## src/rtl/cddm_pkg.sv

```systemverilog
package cddm_pkg;

  localparam int VALUE_W    = 16;
  localparam int BIT_W      = 4;   // counts the VALUE_W conversion passes
  localparam int BCD_DIGITS = 5;   // enough decimal digits for any VALUE_W number
  localparam int BCD_W      = 4 * BCD_DIGITS;
  localparam int EN_W       = 4;
  localparam int DIGITS_DEF = 4;
  localparam int HOLD_W     = 8;
  localparam logic [HOLD_W-1:0] HOLD_RESET = 8'd2;
  localparam logic [EN_W-1:0]   ALL_OFF    = 4'hF;

  typedef enum logic [1:0] {
    ACT_RESET   = 2'd0,
    ACT_CLOCK   = 2'd1,
    ACT_ENABLES = 2'd2,
    ACT_HOLD    = 2'd3
  } act_t;

  typedef enum logic [3:0] {
    ST_IDLE  = 4'd0,
    ST_CONV  = 4'd1,
    ST_SEL   = 4'd2,
    ST_RESET = 4'd3,
    ST_CLK   = 4'd4,
    ST_EN    = 4'd5,
    ST_HOLD  = 4'd6,
    ST_OFF   = 4'd7,
    ST_BLANK = 4'd8
  } step_t;

  typedef enum logic [2:0] {
    OP_NONE,
    OP_LOAD,
    OP_CONV,
    OP_SEL,
    OP_DEC,
    OP_NEXT
  } op_t;

  typedef enum logic [2:0] {
    C_NEVER,
    C_INPUT,
    C_BIT_MORE,
    C_BLANK,
    C_CNT_NZ,
    C_DIG_MORE
  } cond_t;

  typedef enum logic [1:0] {
    EN_ZERO,
    EN_OFF,
    EN_DIGIT
  } en_sel_t;

  // one microcode word
  typedef struct packed {
    op_t     op;
    logic    emit;
    logic    emit_on_hit;  // beat only when the jump is taken
    act_t    action;
    en_sel_t en_sel;
    logic    last_chk;
    cond_t   cond;
    step_t   hit;
    step_t   miss;
  } cw_t;

  // sequencer -> datapath
  typedef struct packed {
    op_t     op;
    logic    emit;
    act_t    action;
    en_sel_t en_sel;
    logic    last_chk;
  } ctl_t;

  // datapath -> sequencer
  typedef struct packed {
    logic in_valid;
    logic bit_more;
    logic blank;
    logic cnt_nz;
    logic dig_more;
    logic stall;
  } stat_t;

  function automatic cw_t ucode(step_t s);
    cw_t w;
    w = '{op: OP_NONE, emit: 1'b0, emit_on_hit: 1'b0, action: ACT_RESET,
          en_sel: EN_ZERO, last_chk: 1'b0, cond: C_NEVER, hit: ST_IDLE,
          miss: ST_IDLE};
    case (s)
      ST_IDLE: begin
        w.op = OP_LOAD; w.cond = C_INPUT; w.hit = ST_CONV; w.miss = ST_IDLE;
      end
      ST_CONV: begin
        w.op = OP_CONV; w.cond = C_BIT_MORE; w.hit = ST_CONV; w.miss = ST_SEL;
      end
      ST_SEL: begin
        w.op = OP_SEL; w.cond = C_BLANK; w.hit = ST_BLANK; w.miss = ST_RESET;
      end
      ST_RESET: begin
        w.emit = 1'b1; w.action = ACT_RESET; w.miss = ST_CLK;
      end
      ST_CLK: begin
        w.op = OP_DEC; w.emit = 1'b1; w.emit_on_hit = 1'b1; w.action = ACT_CLOCK;
        w.cond = C_CNT_NZ; w.hit = ST_CLK; w.miss = ST_EN;
      end
      ST_EN: begin
        w.emit = 1'b1; w.action = ACT_ENABLES; w.en_sel = EN_DIGIT; w.miss = ST_HOLD;
      end
      ST_HOLD: begin
        w.emit = 1'b1; w.action = ACT_HOLD; w.miss = ST_OFF;
      end
      ST_OFF: begin
        w.op = OP_NEXT; w.emit = 1'b1; w.action = ACT_ENABLES; w.en_sel = EN_OFF;
        w.last_chk = 1'b1; w.cond = C_DIG_MORE; w.hit = ST_SEL; w.miss = ST_IDLE;
      end
      ST_BLANK: begin
        w.emit = 1'b1; w.action = ACT_ENABLES; w.en_sel = EN_OFF; w.miss = ST_HOLD;
      end
      default: begin
        w.miss = ST_IDLE;
      end
    endcase
    return w;
  endfunction

endpackage

```

## src/rtl/cddm_seq.sv

```systemverilog
module cddm_seq
  import cddm_pkg::*;
(
  input  logic  clk,
  input  logic  rst,
  input  stat_t stat,
  output ctl_t  ctl
);

  step_t upc;
  step_t upc_next;
  cw_t   cw;
  logic  hit;

  always_comb begin
    cw = ucode(upc);
    case (cw.cond)
      C_NEVER:    hit = 1'b0;
      C_INPUT:    hit = stat.in_valid;
      C_BIT_MORE: hit = stat.bit_more;
      C_BLANK:    hit = stat.blank;
      C_CNT_NZ:   hit = stat.cnt_nz;
      C_DIG_MORE: hit = stat.dig_more;
      default:    hit = 1'b0;
    endcase
    ctl.op       = cw.op;
    ctl.emit     = cw.emit && (!cw.emit_on_hit || hit);
    ctl.action   = cw.action;
    ctl.en_sel   = cw.en_sel;
    ctl.last_chk = cw.last_chk;
    if (stat.stall) begin
      upc_next = upc;
    end else if (hit) begin
      upc_next = cw.hit;
    end else begin
      upc_next = cw.miss;
    end
  end

  always_ff @(posedge clk) begin
    if (rst) begin
      upc <= ST_IDLE;
    end else begin
      upc <= upc_next;
    end
  end

endmodule

```

## src/rtl/cddm_datapath.sv

```systemverilog
module cddm_datapath
  import cddm_pkg::*;
#(
  parameter int DIGITS = DIGITS_DEF
) (
  input  logic               clk,
  input  logic               rst,
  input  ctl_t               ctl,
  output stat_t              stat,
  input  logic               in_valid,
  output logic               in_ready,
  input  logic [VALUE_W-1:0] value,
  output logic               out_valid,
  input  logic               out_ready,
  output logic [1:0]         action,
  output logic [EN_W-1:0]    enables,
  output logic               last
);

  localparam int IDX_W = (DIGITS > 1) ? $clog2(DIGITS) : 1;
  localparam logic [IDX_W-1:0] LAST_IDX = IDX_W'(DIGITS - 1);

  logic [VALUE_W-1:0] bin;
  logic [BCD_W-1:0]   bcd;
  logic [BCD_W-1:0]   adj;
  logic [BIT_W-1:0]   bitcnt;
  logic [IDX_W-1:0]   idx;
  logic               lead;
  logic [3:0]         cnt;
  logic [EN_W-1:0]    en_pat;
  logic [3:0]         digit;
  logic [EN_W-1:0]    digit_pat;
  logic               lead_next;
  logic               stall;
  act_t               out_act;
  logic [EN_W-1:0]    out_en;
  logic               out_last;
  logic [EN_W-1:0]    beat_en;

  // add-3 correction on every BCD digit before the shift
  always_comb begin
    for (int k = 0; k < BCD_DIGITS; k++) begin
      if (bcd[4*k +: 4] >= 4'd5) begin
        adj[4*k +: 4] = bcd[4*k +: 4] + 4'd3;
      end else begin
        adj[4*k +: 4] = bcd[4*k +: 4];
      end
    end
  end

  // digit idx counts from the most significant shown position
  always_comb begin
    digit = 4'd0;
    for (int k = 0; k < BCD_DIGITS; k++) begin
      if (k == DIGITS - 1 - int'(idx)) begin
        digit = bcd[4*k +: 4];
      end
    end
    for (int b = 0; b < EN_W; b++) begin
      digit_pat[b] = (int'(idx) != b);
    end
    lead_next = lead && (digit == 4'd0);
  end

  assign in_ready = (ctl.op == OP_LOAD);
  assign stall    = ctl.emit && out_valid && !out_ready;

  always_comb begin
    stat.in_valid = in_valid;
    stat.bit_more = (bitcnt != BIT_W'(VALUE_W - 1));
    stat.blank    = lead_next && (idx != LAST_IDX);
    stat.cnt_nz   = (cnt != 4'd0);
    stat.dig_more = (idx != LAST_IDX);
    stat.stall    = stall;
  end

  always_ff @(posedge clk) begin
    if (!stall) begin
      case (ctl.op)
        OP_LOAD: begin
          if (in_valid) begin
            bin    <= value;
            bcd    <= '0;
            bitcnt <= '0;
            idx    <= '0;
            lead   <= 1'b1;
          end
        end
        OP_CONV: begin
          bcd    <= {adj[BCD_W-2:0], bin[VALUE_W-1]};
          bin    <= {bin[VALUE_W-2:0], 1'b0};
          bitcnt <= bitcnt + 1'b1;
        end
        OP_SEL: begin
          lead   <= lead_next;
          cnt    <= digit;
          en_pat <= digit_pat;
        end
        OP_DEC: begin
          if (cnt != 4'd0) begin
            cnt <= cnt - 1'b1;
          end
        end
        OP_NEXT: begin
          if (idx != LAST_IDX) begin
            idx <= idx + 1'b1;
          end
        end
        default: begin
        end
      endcase
    end
  end

  always_comb begin
    case (ctl.en_sel)
      EN_ZERO:  beat_en = '0;
      EN_OFF:   beat_en = ALL_OFF;
      EN_DIGIT: beat_en = en_pat;
      default:  beat_en = '0;
    endcase
  end

  // output register: the next beat loads as soon as the current one leaves
  always_ff @(posedge clk) begin
    if (rst) begin
      out_valid <= 1'b0;
    end else if (ctl.emit && !stall) begin
      out_valid <= 1'b1;
    end else if (out_ready) begin
      out_valid <= 1'b0;
    end
  end

  always_ff @(posedge clk) begin
    if (ctl.emit && !stall) begin
      out_act  <= ctl.action;
      out_en   <= beat_en;
      out_last <= ctl.last_chk && (idx == LAST_IDX);
    end
  end

  assign action  = out_act;
  assign enables = out_en;
  assign last    = out_last;

endmodule

```

## src/rtl/counter_driven_digit_multiplexer_unit.sv

```systemverilog
// Channel  Handshake             Payload
// cfg      cfg_valid/cfg_ready   hold_ms[7:0]
// in       in_valid/in_ready     value[15:0]
// out      out_valid/out_ready   action[1:0], enables[3:0], last
//
// Steps per number: accept, 16 binary-to-BCD passes, then per digit select,
// blank, hold, off for a blanked leading zero, or select, reset, d clock beats,
// enables, hold, off for a shown digit d. The sequencer issues one step per cycle.
// Reset (rst, sync, high) returns the sequencer to idle, empties the output
// register and sets hold_time to 2.
// A stalled out beat freezes the sequencer; in_ready is high only while idle.
module counter_driven_digit_multiplexer_unit
  import cddm_pkg::*;
#(
  parameter int DIGITS = DIGITS_DEF
) (
  input  logic               clk,
  input  logic               rst,
  input  logic               cfg_valid,
  output logic               cfg_ready,
  input  logic [HOLD_W-1:0]  hold_ms,
  input  logic               in_valid,
  output logic               in_ready,
  input  logic [VALUE_W-1:0] value,
  output logic               out_valid,
  input  logic               out_ready,
  output logic [1:0]         action,
  output logic [EN_W-1:0]    enables,
  output logic               last
);

  ctl_t              ctl;
  stat_t             stat;
  // hold time register; it drives no output and shapes no beat here
  logic [HOLD_W-1:0] hold_time;

  assign cfg_ready = 1'b1;

  always_ff @(posedge clk) begin
    if (rst) begin
      hold_time <= HOLD_RESET;
    end else if (cfg_valid) begin
      hold_time <= hold_ms;
    end
  end

  // sequencer: step counter plus microcode table, two-way jumps
  cddm_seq u_seq (
    .clk  (clk),
    .rst  (rst),
    .stat (stat),
    .ctl  (ctl)
  );

  // datapath: double-dabble converter, digit select, clock count, out beat
  cddm_datapath #(
    .DIGITS (DIGITS)
  ) u_dp (
    .clk       (clk),
    .rst       (rst),
    .ctl       (ctl),
    .stat      (stat),
    .in_valid  (in_valid),
    .in_ready  (in_ready),
    .value     (value),
    .out_valid (out_valid),
    .out_ready (out_ready),
    .action    (action),
    .enables   (enables),
    .last      (last)
  );

endmodule

```

## config.mk

```make
export PLATFORM = sky130hd
export DESIGN_NAME = counter_driven_digit_multiplexer_unit
export DESIGN_NICKNAME = d
export VERILOG_FILES = /design/src/rtl/cddm_pkg.sv /design/src/rtl/cddm_seq.sv /design/src/rtl/cddm_datapath.sv /design/src/rtl/counter_driven_digit_multiplexer_unit.sv
export SDC_FILE = /design/constraint.sdc
export NUM_CORES = 1
export LEC_CHECK = 0
export CORE_ASPECT_RATIO = 1.4
export CORE_MARGIN = 2
export CORE_UTILIZATION = 25
export DETAILED_ROUTE_END_ITERATION = 12
export DONT_BUFFER_PORTS = 1
export PLACE_DENSITY = 0.37
export SLEW_MARGIN = 10
export SYNTH_ARGS = -nofsm -noshare
export SYNTH_HDL_FRONTEND = slang
export SYNTH_SLANG_ARGS = --single-unit
```

## constraint.sdc

```tcl
create_clock -name clk -period 13 [get_ports clk]
set_input_delay 2.6 -clock clk [delete_from_list [all_inputs] [get_ports clk]]
set_output_delay 2.6 -clock clk [all_outputs]
set_load 0.02 [all_outputs]
```

# After elaboration in Yosys (flattened, before gate mapping)
# Cells that the tools add are included.
[op_classes]
bitwise = 1
n_lt_le_gt_ge = 5
n_reduce_logical = 30
n_mux = 36
n_addsub = 9
n_eq_ne = 33
[ops]
columns = ["operator", "n"]
rows = [
  ["$eq A3 B32 Y1 const A", 2],
  ["$mux W4", 12],
  ["$pmux W20 S2", 1],
  ["$pmux W7 S5", 1],
  ["$eq A2 B32 Y1 const A", 1],
  ["$eq A4 B32 Y1 const A", 1],
  ["$logic_not A32 Y1", 1],
  ["$pmux W16 S2", 1],
  ["$pmux W4 S2", 3],
  ["$ge A4 B3 Y1 const B", 5],
  ["$mux W20", 1],
  ["$pmux W3 S6", 1],
  ["$add A4 B2 Y4 const B", 4],
  ["$eq A4 B3 Y1 const B", 4],
  ["$mux W16", 1],
  ["$pmux W3 S5", 1],
  ["$eq A3 B2 Y1 const B", 4],
  ["$eq A3 B3 Y1 const B", 4],
  ["$ne A2 B2 Y1 const B", 6],
  ["$reduce_bool A2 Y1", 6],
  ["$reduce_and A3 Y1", 3],
  ["$eq A4 B2 Y1 const B", 2],
  ["$logic_not A4 Y1", 2],
  ["$pmux W2 S2", 2],
  ["28 further kinds", 45],
]
[totals]
out_inout_bits = 10
elab_cells = 126
in_bits = 29
reg_bits = 63

# Depth between registers and ports, before layout
[logic_depth]
word_depth = 18
mapped_depth = 9
mapped_depth_nobuf = 8

# By module
# A second synthesis with hierarchy kept.
[unflattened]
cells_unflattened = 327
hier_area_um2 = 3325.7
[modules_own_cells]
columns = ["module", "cells_each", "seq_area_each_um2", "instances", "area_per_inst_um2"]
rows = [
  ["cddm_datapath", 266, 1641.6, 1, 2894.0],
  ["cddm_seq", 59, 80.1, 1, 420.4],
  ["counter_driven_digit_multiplexer_unit", 2, 0.0, 1, 11.3],
]

# Worst setup path after synthesis
# OpenSTA, ideal clock, no wires.
[synth_path]
path_type = "input to register"
start = "input in_valid"
end = "register u_seq.upc[0]"
required_ns = 12.885
slack_ns = 5.994
path_stages = 4
setup_time_ns = 0.115
arrival_ns = 6.892
path_buffers = 0
cell_sequence = "nor2_1 nor4_1 nand2_1 a2111oi_1"
[synth_via]
elab_chain_cells = 5
word_cells_on_any_way = 6
cone_classes = "mux: 2; reduce/logical: 4"
[synth_rtl]
columns = ["item", "line", "text"]
rows = [
  ["start, declared", "counter_driven_digit_multiplexer_unit.sv:22", "input logic in_valid,"],
  ["$pmux W1 S5 (*)", "cddm_seq.sv:17", "case (cw.cond)"],
  ["$logic_or A1 B1 Y1", "cddm_seq.sv:27", "ctl.emit = cw.emit && (!cw.emit_on_hit || hit);"],
  ["$logic_and A1 B1 Y1", "cddm_seq.sv:27", ""],
  ["$logic_and A1 B1 Y1 (2 in a row)", "cddm_datapath.sv:66", "assign stall = ctl.emit && out_valid && !out_ready;"],
  ["end signal, assigned", "cddm_seq.sv:44", "upc <= upc_next;"],
  ["end, declared", "cddm_seq.sv:10", "step_t upc;"],
]
# Mark *: on every way between the ends. The rest lies on a longest branch, timed or not.
# A chain may end at the register's enable or synchronous reset.

# Worst setup path after layout
[layout_path]
start = "register u_seq.upc[3]"
end = "output in_ready"
[layout_via]
elab_chain_cells = 3
word_cells_on_any_way = 7
cone_classes = "eq/ne: 5; mux: 1; reduce/logical: 1"
[layout_rtl]
columns = ["item", "line", "text"]
rows = [
  ["$eq A4 B3 Y1, or another cell as far along", "cddm_pkg.sv:93", "case (s)"],
  ["$pmux W3 S5 (*)", "cddm_pkg.sv:93", ""],
  ["$eq A3 B1 Y1 (*)", "cddm_datapath.sv:65", "assign in_ready = (ctl.op == OP_LOAD);"],
  ["end, declared", "counter_driven_digit_multiplexer_unit.sv:23", "output logic in_ready,"],
]
# Marked as above.

==> impl_metrics.toml <==
[clocking]
ctsHoldBuffers = 0
cts_buffers = 9
tritoncts = "yes"
clock-root-buffer = "clkbuf_16"
clock_path_buffers = 2
cts_htree_levels = 3
clk_pin_slew_ns = 0.05
clock_sinks = 59
cts_setup_buffers = 0
clk_latency_ns = 0.33
cts_resized = 0

[synth]
synth-edff-count = 54
ys_seq_area_share_pct = 53.2
synth.top_cell.area_share_pct = 50.1
ys.flop_type = "edfxtp_1"
synth_nets = 339
syn_avg_cell_area_sq_um = 11.0
yosysMostFrequentCell = "edfxtp_1"
synthesis.area_sq_um = 3240
synth_seq_cells = 59
postSynth.asyncResetShare_pct = 0
synthCells = 294
synthTopCellsByArea = "edfxtp_1 (50%), ha_1 (6.2%), nor2_1 (4.4%)"
yosys_warnings = 0
synth_largest_area_cell = "edfxtp_1"
synth_cell_types = 44
synthTopCellsByCount = "edfxtp_1 (54), nor2_1 (38), a21oi_1 (23), nand2_1 (23), inv_1 (20)"

[global_routing]
antenna_found_initial = 0
grt_pass1_vias = 2149
grt_pass1_wl_microns = 10800
grt.total_usage_pct = 10.0
grt_overflow_total = 0
grt_max_degree = 38

[cells_and_area]
drive_gt1_share_pct = 9.36
n_antenna_cell = 0
fill_cells = 1344
finalNonFillerCells = 452
multi_input_area_sq_um = 1390
fin_nets = 340
regArea_sq_um = 1720
area_growth_pct = 12.5

[route]
dr_total_vias = 2070
viasPerCell = 4.58
wl_per_cell_microns = 14.3
drc = 0
drtIter0Drc = 97
wl_microns = 6480
antenna_left = 0
dr.pass1.iters = 4

[worst_setup_path]
r2r_slack_ns = 10.44
cp_cell_sequence = "nor2_1, inv_1, nor3_1"
cp.required_ns = 10.40
rr_startpoint = "u_seq.upc[2]"
startpoint = "u_seq.upc[3]"
path_max_fanout = 14
cp_data_arrival_time_ns = 1.80
path_buf_inv = 1
slowest_stage = "nor3_1"
ff2ff_path_depth = 4
critPathLaunchType = "flip-flop"
r2r_end = "u_dp.enables[2]"
endpoint_kind = "output pin"
cp_slowest_stage_delay_ns = 0.65
critPathTopFamily = "simple AND/OR/NAND/NOR gates"
crit_type = "flip-flop to output pin"

[power_and_ir_drop]
power.density_nw_per_um2 = 238
ir_drop_mv = 0.0806
p_leak_nw = 1.29

[floorplan]
start_util_pct = 25.4
die_w_microns = 100
die_h_microns = 139
core_sq_um = 12800
row_count = 49
io_pins = 39
dieArea_sq_um = 13900

[placement]
post-place-ws_ns = 8.76
place_inst = 437
io_buffers = 0
place_congestion = 0.768
detailed_place_hpwl_microns = 4480

[flow_run]
max_cap_viol_count = 0

[timing]
max_freq_mhz = 227
layout_setup_ws_ns = 8.60
fin_crit_sh_pct = 33.8
fin_skew_ns = 0.00596
tns_ns = 0
slew_viol_final = 0
slew_headroom_pct = 45.1
period_needed_ns = 4.40
setup_viol = 0
rsz0062_at_grt = "false"
finalHoldViolations = 0
max_slew.worst_pin.slew_ns = 0.818

[worst_hold_path]
hold_end = "u_dp.bin[12]"
hp-start = "u_dp.bin[11]"
hold_path_class = "flip-flop to flip-flop"
min_path_cells = 1

[outcome]
status = "finished clean"
-- final cells by class --
| cell class | count | share of cell area, % |
|---|---|---|
| clock buffer | 10 | 6.29 |
| clock inverter | 5 | 0.584 |
| inverter | 20 | 2.06 |
| multi-input combinational | 203 | 38.1 |
| sequential | 59 | 47.3 |
| tap | 153 | 5.26 |
| timing repair buffer | 2 | 0.412 |
-- cells by family after synthesis --
family	share of synthesized area [%]
buf+inv	4.10
flops	53.2
simple gates	17.7
compound gates	10.2
xor+xnor	2.98
other cells	0.116
mux	5.53
fa+ha+maj	6.19
-- registers in the layout, indices dropped and copies added, names as in the netlist, 2 cells and up --
signal / count
u_dp.idx: 2
u_seq.upc: 4
u_dp.bitcnt: 4
u_dp.action: 2
u_dp.enables: 4
u_dp.en_pat: 4
u_dp.cnt: 4
u_dp.bcd: 16
u_dp.bin: 16
-- worst max-delay path by stage --
stage                     slack, ns      endpoint  depth (start not counted)
final                          8.60      in_ready                          3
after global routing           8.44      in_ready                          3
after CTS                      8.57      in_ready                          3
after detailed placement       8.76   u_dp.cnt[2]                          5
after global placement         8.73   u_dp.cnt[3]                          5
after floorplan                5.99  u_seq.upc[0]                          4
-- routing by layer --
metal  GRT usage [%]  vias up  wire length [microns]
li1                -     1050                      -
met1            12.0      975                   2890
met2            16.0       32                   3190
met3            3.33       13                    260
met4            5.19        0                    137
met5               0        -                      0
-- worst register-to-register path: stages (launching register included) --
cell,delay (ns)
dfxtp_1,0.65
or4b_1,0.69
a21oi_4,0.27
o41ai_4,0.13
nor2_1,0.45
-- power by group --
| part | switching [mW] | internal [mW] |
|---|---|---|
| Combinational | 0.171 | 0.112 |
| Clock | 0.0799 | 0.125 |
| Sequential | 0.0620 | 0.315 |
| Total | 0.313 | 0.552 |
-- per-stage QoR --
step / hold WS, ns / util (%) / instance area [sq um] / power (mW)
final: 0.527 / 28.6 / 3640 / 0.865
after global routing: 0.547 / 28.6 / 3640 / 0.940
after CTS: 0.533 / 28.6 / 3640 / 0.883
after detailed placement: 0.523 / 26.6 / 3390 / 0.673
after global placement: 0.514 / 26.6 / 3390 / 0.670
after floorplan: 0.501 / - / 3240 / 0.600
-- layout by cell type, fill, tap and decap left out, types with 4 or more instances in the layout --
master / synthesis / routed
a211oi_1: 6 / 6
a21oi_1: 23 / 23
clkbuf_16: 0 / 9
dfxtp_1: 5 / 5
edfxtp_1: 54 / 54
ha_1: 16 / 16
inv_1: 20 / 20
mux2_1: 10 / 10
mux2_2: 5 / 5
nand2_1: 23 / 23
nand2b_1: 9 / 9
nand3b_1: 4 / 4
nor2_1: 38 / 38
nor2b_1: 4 / 4
nor3_1: 8 / 8
nor3b_1: 4 / 4
o21ai_0: 10 / 10
xnor2_1: 7 / 7
xor2_1: 4 / 4
Note: power is estimated with default switching activity, not from simulation.
